**config.mk**
```make
export PLATFORM = sky130hd
export DESIGN_NAME = ksel_ctrl
export DESIGN_NICKNAME = d
export VERILOG_FILES = /design/src/rtl/ksel_pkg.sv /design/src/rtl/ksel_ctrl.sv
export SDC_FILE = /design/constraint.sdc
export NUM_CORES = 1
export LEC_CHECK = 0
export BUFFER_PORTS_ARGS = -buffer_cell sky130_fd_sc_hd__buf_2
export CELL_PAD_IN_SITES_DETAIL_PLACEMENT = 1
export CELL_PAD_IN_SITES_GLOBAL_PLACEMENT = 2
export CORE_MARGIN = 1.5
export CORE_UTILIZATION = 19
export DETAILED_ROUTE_END_ITERATION = 10
export PLACE_DENSITY_LB_ADDON = 0.1
export SLEW_MARGIN = 20
export SYNTH_ARGS = -nofsm -noshare
export SYNTH_HDL_FRONTEND = slang
export SYNTH_SLANG_ARGS = --single-unit
```
**constraint.sdc**
```tcl
create_clock -name clk -period 1.5 [get_ports clk]
set_input_delay 0.3 -clock clk [delete_from_list [all_inputs] [get_ports clk]]
set_output_delay 0.3 -clock clk [all_outputs]
set_load 0.1 [all_outputs]
```
**src/rtl/ksel_pkg.sv**
```systemverilog
// Shared constants, beat types and controller/datapath interface structs
// for the rank selection block. Depends on nothing.
package ksel_pkg;

	// Store geometry and derived widths.
	localparam int MAX_LEN = 1024;
	localparam int ADDR_W  = $clog2(MAX_LEN);
	localparam int CNT_W   = $clog2(MAX_LEN + 1);
	localparam int RANK_W  = 10;
	localparam int DATA_W  = 32;
	localparam int CUR_W   = ((CNT_W > RANK_W) ? CNT_W : RANK_W) + 1;

	typedef logic signed [DATA_W-1:0] data_t;
	typedef logic signed [CUR_W-1:0]  cur_t;
	typedef logic [RANK_W-1:0]        rank_t;

	// Read address sources of the element store.
	localparam int RD_W = 3;
	localparam logic [RD_W-1:0] RD_RANK      = 3'd0;
	localparam logic [RD_W-1:0] RD_LOWER     = 3'd1;
	localparam logic [RD_W-1:0] RD_LEFT_INC  = 3'd2;
	localparam logic [RD_W-1:0] RD_RIGHT     = 3'd3;
	localparam logic [RD_W-1:0] RD_RIGHT_DEC = 3'd4;

	// Input and output beats.
	typedef struct packed {
		logic signed [DATA_W-1:0] sample_value;
		logic                     is_last;
	} in_beat_t;

	typedef struct packed {
		logic signed [DATA_W-1:0] ranked_value;
		logic                     rank_error;
	} out_beat_t;

	// Commands from the controller to the datapath.
	typedef struct packed {
		logic            load;
		logic            res_err;
		logic            res_ld;
		logic            pivot_ld;
		logic            left_inc;
		logic            right_dec;
		logic            lval_ld;
		logic            rval_ld;
		logic            wr_left;
		logic            wr_right;
		logic            bound_upd;
		logic [RD_W-1:0] rd_sel;
	} ksel_cmd_t;

	// Status from the datapath to the controller.
	typedef struct packed {
		logic rank_oob;
		logic win_open;
		logic lscan_go;
		logic rscan_go;
		logic swap_ok;
		logic cont_ok;
	} ksel_sts_t;

endpackage

```
**src/rtl/ksel_ctrl.sv**
```systemverilog
// Controller of the rank selection block: loading, partition sequencing and
// output handshake. Depends on ksel_pkg.
module ksel_ctrl (
	input  logic                clk,
	input  logic                arst_n,
	input  logic                in_valid,
	input  logic                in_is_last,
	output logic                in_stall,
	output logic                out_valid,
	input  logic                out_stall,
	input  ksel_pkg::ksel_sts_t sts,
	output ksel_pkg::ksel_cmd_t cmd
);

	localparam logic [3:0] ST_IDLE  = 4'd0;
	localparam logic [3:0] ST_OUTER = 4'd1;
	localparam logic [3:0] ST_PIV   = 4'd2;
	localparam logic [3:0] ST_LCHK  = 4'd3;
	localparam logic [3:0] ST_RCHK  = 4'd4;
	localparam logic [3:0] ST_SWAP  = 4'd5;
	localparam logic [3:0] ST_SWAP2 = 4'd6;
	localparam logic [3:0] ST_END   = 4'd7;
	localparam logic [3:0] ST_FIN   = 4'd8;

	logic [3:0] state_q;
	logic [3:0] state_d;
	logic       out_valid_q;

	// Next state and command decode.
	always_comb begin
		state_d    = state_q;
		cmd        = '0;
		cmd.rd_sel = ksel_pkg::RD_RANK;
		in_stall   = 1'b1;
		unique case (state_q)
			ST_IDLE: begin
				// A closing beat waits until the previous result has left.
				in_stall = in_is_last && out_valid_q;
				if (in_valid && !in_stall) begin
					cmd.load = 1'b1;
					if (in_is_last) begin
						if (sts.rank_oob) begin
							cmd.res_err = 1'b1;
						end else begin
							state_d = ST_OUTER;
						end
					end
				end
			end
			ST_OUTER: begin
				cmd.rd_sel = ksel_pkg::RD_RANK;
				state_d    = sts.win_open ? ST_PIV : ST_FIN;
			end
			ST_PIV: begin
				cmd.pivot_ld = 1'b1;
				cmd.rd_sel   = ksel_pkg::RD_LOWER;
				state_d      = ST_LCHK;
			end
			ST_LCHK: begin
				if (sts.lscan_go) begin
					cmd.left_inc = 1'b1;
					cmd.rd_sel   = ksel_pkg::RD_LEFT_INC;
				end else begin
					cmd.lval_ld = 1'b1;
					cmd.rd_sel  = ksel_pkg::RD_RIGHT;
					state_d     = ST_RCHK;
				end
			end
			ST_RCHK: begin
				if (sts.rscan_go) begin
					cmd.right_dec = 1'b1;
					cmd.rd_sel    = ksel_pkg::RD_RIGHT_DEC;
				end else begin
					cmd.rval_ld = 1'b1;
					state_d     = ST_SWAP;
				end
			end
			ST_SWAP: begin
				if (sts.swap_ok) begin
					cmd.wr_left = 1'b1;
					state_d     = ST_SWAP2;
				end else begin
					state_d = ST_END;
				end
			end
			ST_SWAP2: begin
				cmd.wr_right = 1'b1;
				cmd.rd_sel   = ksel_pkg::RD_LEFT_INC;
				state_d      = sts.cont_ok ? ST_LCHK : ST_END;
			end
			ST_END: begin
				cmd.bound_upd = 1'b1;
				state_d       = ST_OUTER;
			end
			ST_FIN: begin
				cmd.res_ld = 1'b1;
				state_d    = ST_IDLE;
			end
			default: begin
				state_d = ST_IDLE;
			end
		endcase
	end

	// State register and output valid flag.
	always_ff @(posedge clk or negedge arst_n) begin
		if (!arst_n) begin
			state_q     <= ST_IDLE;
			out_valid_q <= 1'b0;
		end else begin
			state_q <= state_d;
			if (cmd.res_ld || cmd.res_err) begin
				out_valid_q <= 1'b1;
			end else if (!out_stall) begin
				out_valid_q <= 1'b0;
			end
		end
	end

	assign out_valid = out_valid_q;

endmodule

```
After elaboration in Yosys (flattened, before gate mapping). Cells that the tools add are included. W data, S select, Z words.

Multiplexer cells: 33. Reduce and logical (&&, ||, !) cells: 6. Equality and inequality tests: 14.

Operators by type and width (count): $pmux W4 S8 (1); $mux W4 (6); $mux W1 (21); $eq A4 B3 Y1 const B (4); $pmux W3 S4 (1); $ne A2 B2 Y1 const B (5); $eq A4 B2 Y1 const B (2); $mux W3 (2); $reduce_and A5 Y1 (1); $eq A4 B1 Y1 const B (1); $eq A4 B4 Y1 const B (1); $logic_not A4 Y1 (1); $mux W2 (2); $logic_and A1 B1 Y1 (2); $ne A2 B1 Y1 const B (1); $logic_not A1 Y1 (1); $logic_or A1 B1 Y1 (1).

Register bits: 5. Input bits: 11. Output and inout bits: 16. Word-level logic and storage cells: 55.

Depth between registers and ports, before layout.
Word-level depth: 7. Gate-level depth with buffers: 4. Mapped depth without buffers: 3.

Worst setup path after synthesis. No wires, ideal clock.

Kind: flip-flop to output port. Start point: register state_q[2]. End point: output port cmd[7] in the netlist's numbering. Setup slack: -2289 ps. Required time: 1200 ps. Arrival time: 3489 ps. Path buffers: 1. Cell stages (with the launch flop): 3. Path through: dfrtp_1 buf_4 nor4_1.

RTL lines: from (decl) (RTL line ksel_ctrl.sv:25) `logic [3:0] state_q;`; from (signal assigned) (RTL line ksel_ctrl.sv:111) `state_q <= state_d;`; to (decl) (RTL line ksel_ctrl.sv:12) `output ksel_pkg::ksel_cmd_t cmd`.

==> impl_metrics.yaml <==
timing:
  finalWorstSetupSlack_ns: -0.195
  fin_crit_sh: 1.13
  fin_tns_setup_ns: -1.94
  rsz0062_at_grt: "yes"
  finalMaxSlewViolations: 0
  relSlewSlack: 0.681
  skew_ns: 0.00406
  tightest_slew_ns: 0.482
  finalSetupViolCount: 15
  hold_viol_final: 0
  max_freq_mhz: 590
  period_needed_ns: 1.69
clocking:
  post-cts-setup-buffers: 0
  clock_latency_ns: 0.25
  cts-root-buf: "clkbuf_4"
  cts_buffer_depth: 2
  cts.reportedPaths.clkPinSlew_ns: 0.04
  cts_tree: "yes"
  cts_made_buffers: 3
  htree_num_levels: 1
  cts.sinks: 5
worst_setup_path:
  endpoint_kind: "primary output"
  worstSetupPathType: "register to primary output"
  r2r-start: "state_q[0]"
  worst_ep_arrival_time_ns: 1.39
  reg2reg_depth: 4
  critPathLaunchType: "register"
  r2r_end: "out_valid"
  r2r_setup_slack_ns: 0.29
  crit_path_max_fanout: 7
  cp.required_ns: 1.20
route:
  viasPerCell: 4.71
  routed_wl_um: 1700
  dr.pass1.iters: 2
  drc_errors: 0
  wl_per_cell_um: 14.3
  drtAntennaViolNets: 0
  initialDrtViolationCount: 1
  vias: 561
finish:
  n_antenna_cell: 0
  final_nets: 104
  drive_gt1_frac: 0.772
  syn2layout_area_growth_pct: 170
  finalInstanceArea_um2: 1110
placed_design:
  dpl_cell_area_um2: 1000
  dp_hpwl_um: 1320
  io_buffers: 26
  place.gp.congestion: 0.740
floorplan:
  rows: 16
  die_area_um2: 2440
  initial_core_util: 0.204
  die_h_um: 49.4
  core_area_um2: 2000
  die_w_um: 49.4
  io-pin-count: 27
logic_synthesis:
  ys_ff_latch: 5
  synth_top_flop_cell: "dfrtp_1"
  synth_top_area_share: 0.306
  syn_nets: 63
  ys_seq_area_frac: 0.306
  yosysMostFrequentCell: "nor2_1"
  yosys_warnings: 0
  avgSynthCellArea_um2: 7.87
  yosys.area.top_type: "dfrtp_1"
  syn_area_um2: 409
  synth_cell_types: 29
  syn_inst: 52
  synth_edf_count: 0
  synthTopCellsByCount: "8 x nor2_1, 5 x dfrtp_1, 4 x and3_1"
  synth_area_leaders: "dfrtp_1 31%, nor2_1 7.3%, and3_1 6.1%"
  async_flop_share: 1.00
global_routing:
  grt_max_degree: 9
  top_usage_layer: "met2"
  grt_pass1_vias: 617
  antenna_found_initial: 0
  grt_first_pass_wirelength_um: 2880
  gr-usage-all-layers: 0.158
  grt_overflow_total: 0
  use_met1: 0.166
  grt.met3_usage: 0.0215
  grtUsageMet2: 0.300
worst_hold_path:
  min_path_cells: 2
  hp-class: "input pin to register"
  hp-start: "sts[4]"
  min_to: "state_q[3]"
job:
  max-cap-violations: 0
outcome:
  violations: "negative setup slack"
  outcome: "finished with violations"
## repair_timing
item,4_1_cts,5_1_grt
gates resized for setup,15,4
hold buffers,1,0
endpoints found under the hold margin,5,0
pin swaps,5,8
setup endpoints to repair,15,15
## kinds of logic (layout without fill, tap and decap cells)
group / after synthesis / count (layout) / synth area share
flip-flops: 5 / 5 / 0.306
AO/OA/AOI/OAI: 7 / 7 / 0.122
buffers and inverters: 6 / 46 / 0.0795
AND/OR/NAND/NOR: 32 / 32 / 0.446
multiplexers: 1 / 1 / 0.0245
XOR/XNOR: 1 / 1 / 0.0214
## sequential cells by signal, summed over array words and instances (netlist names)
| register | count |
|---|---|
| out_valid | 1 |
| state_q | 4 |
## worst max-delay path by stage
stage / to / start / slack, ns / depth (start not counted)
final: cmd[5] / state_q[3] / -0.19 / 3
after detailed placement: cmd[5] / state_q[3] / 0.02 / 3
after CTS: cmd[7] / state_q[2] / -0.20 / 3
after global placement: cmd[7] / state_q[2] / 0.05 / 3
after floorplan: cmd[6] / state_q[3] / -0.49 / 3
after global routing: cmd[7] / state_q[2] / -0.24 / 3
## final cells by class
type | instances | area [µm²]
fill | 214 | 896
timing repair buffer | 40 | 489
multi-input combinational | 41 | 415
sequential | 5 | 134
tap | 27 | 33.8
clock buffer | 4 | 26.3
inverter | 2 | 7.51
## worst max-delay path, stage by stage, from the launching register on
cell and delay, ns:
dfrtp_2 0.46, and2b_2 0.27, and4b_4 0.24, buf_12 0.17
## metal layers
layer | part of all wire | up-vias
met5 | 0 | -
met4 | 0.021 | 0
met3 | 0.042 | 5
met2 | 0.56 | 19
met1 | 0.38 | 270
li1 | - | 267
## layout by cell type (no fill, tap or decap), types with 2 or more instances in the layout
| cell type | synthesis | routed |
|---|---|---|
| clkbuf_4 | 0 | 3 |
| nor2_1 | 8 | 3 |
| buf_12 | 0 | 15 |
| nand2b_4 | 0 | 2 |
| nor3_1 | 3 | 2 |
| buf_4 | 2 | 6 |
| nand2_1 | 3 | 2 |
| nor4_4 | 0 | 2 |
| and4_4 | 1 | 2 |
| and3_4 | 0 | 3 |
| nor2_4 | 0 | 6 |
| buf_2 | 1 | 11 |
| buf_6 | 0 | 7 |
| dfrtp_2 | 0 | 4 |
## through the flow
| step | hold WS, ns | std cells | util | worst slack [ns] |
|---|---|---|---|---|
| floorplan | 0.00441 | 52 | - | -0.492 |
| global placement | 0.119 | 114 | 0.501 | 0.0499 |
| detailed placement | 0.119 | 114 | 0.501 | 0.0223 |
| CTS | 0.229 | 119 | 0.546 | -0.202 |
| global route | 0.223 | 119 | 0.553 | -0.244 |
| finish | 0.233 | 119 | 0.553 | -0.195 |
Power is left out: the tool's default activity adds up to more than one toggle a clock period on the data nets, which glitch-free logic cannot reach.
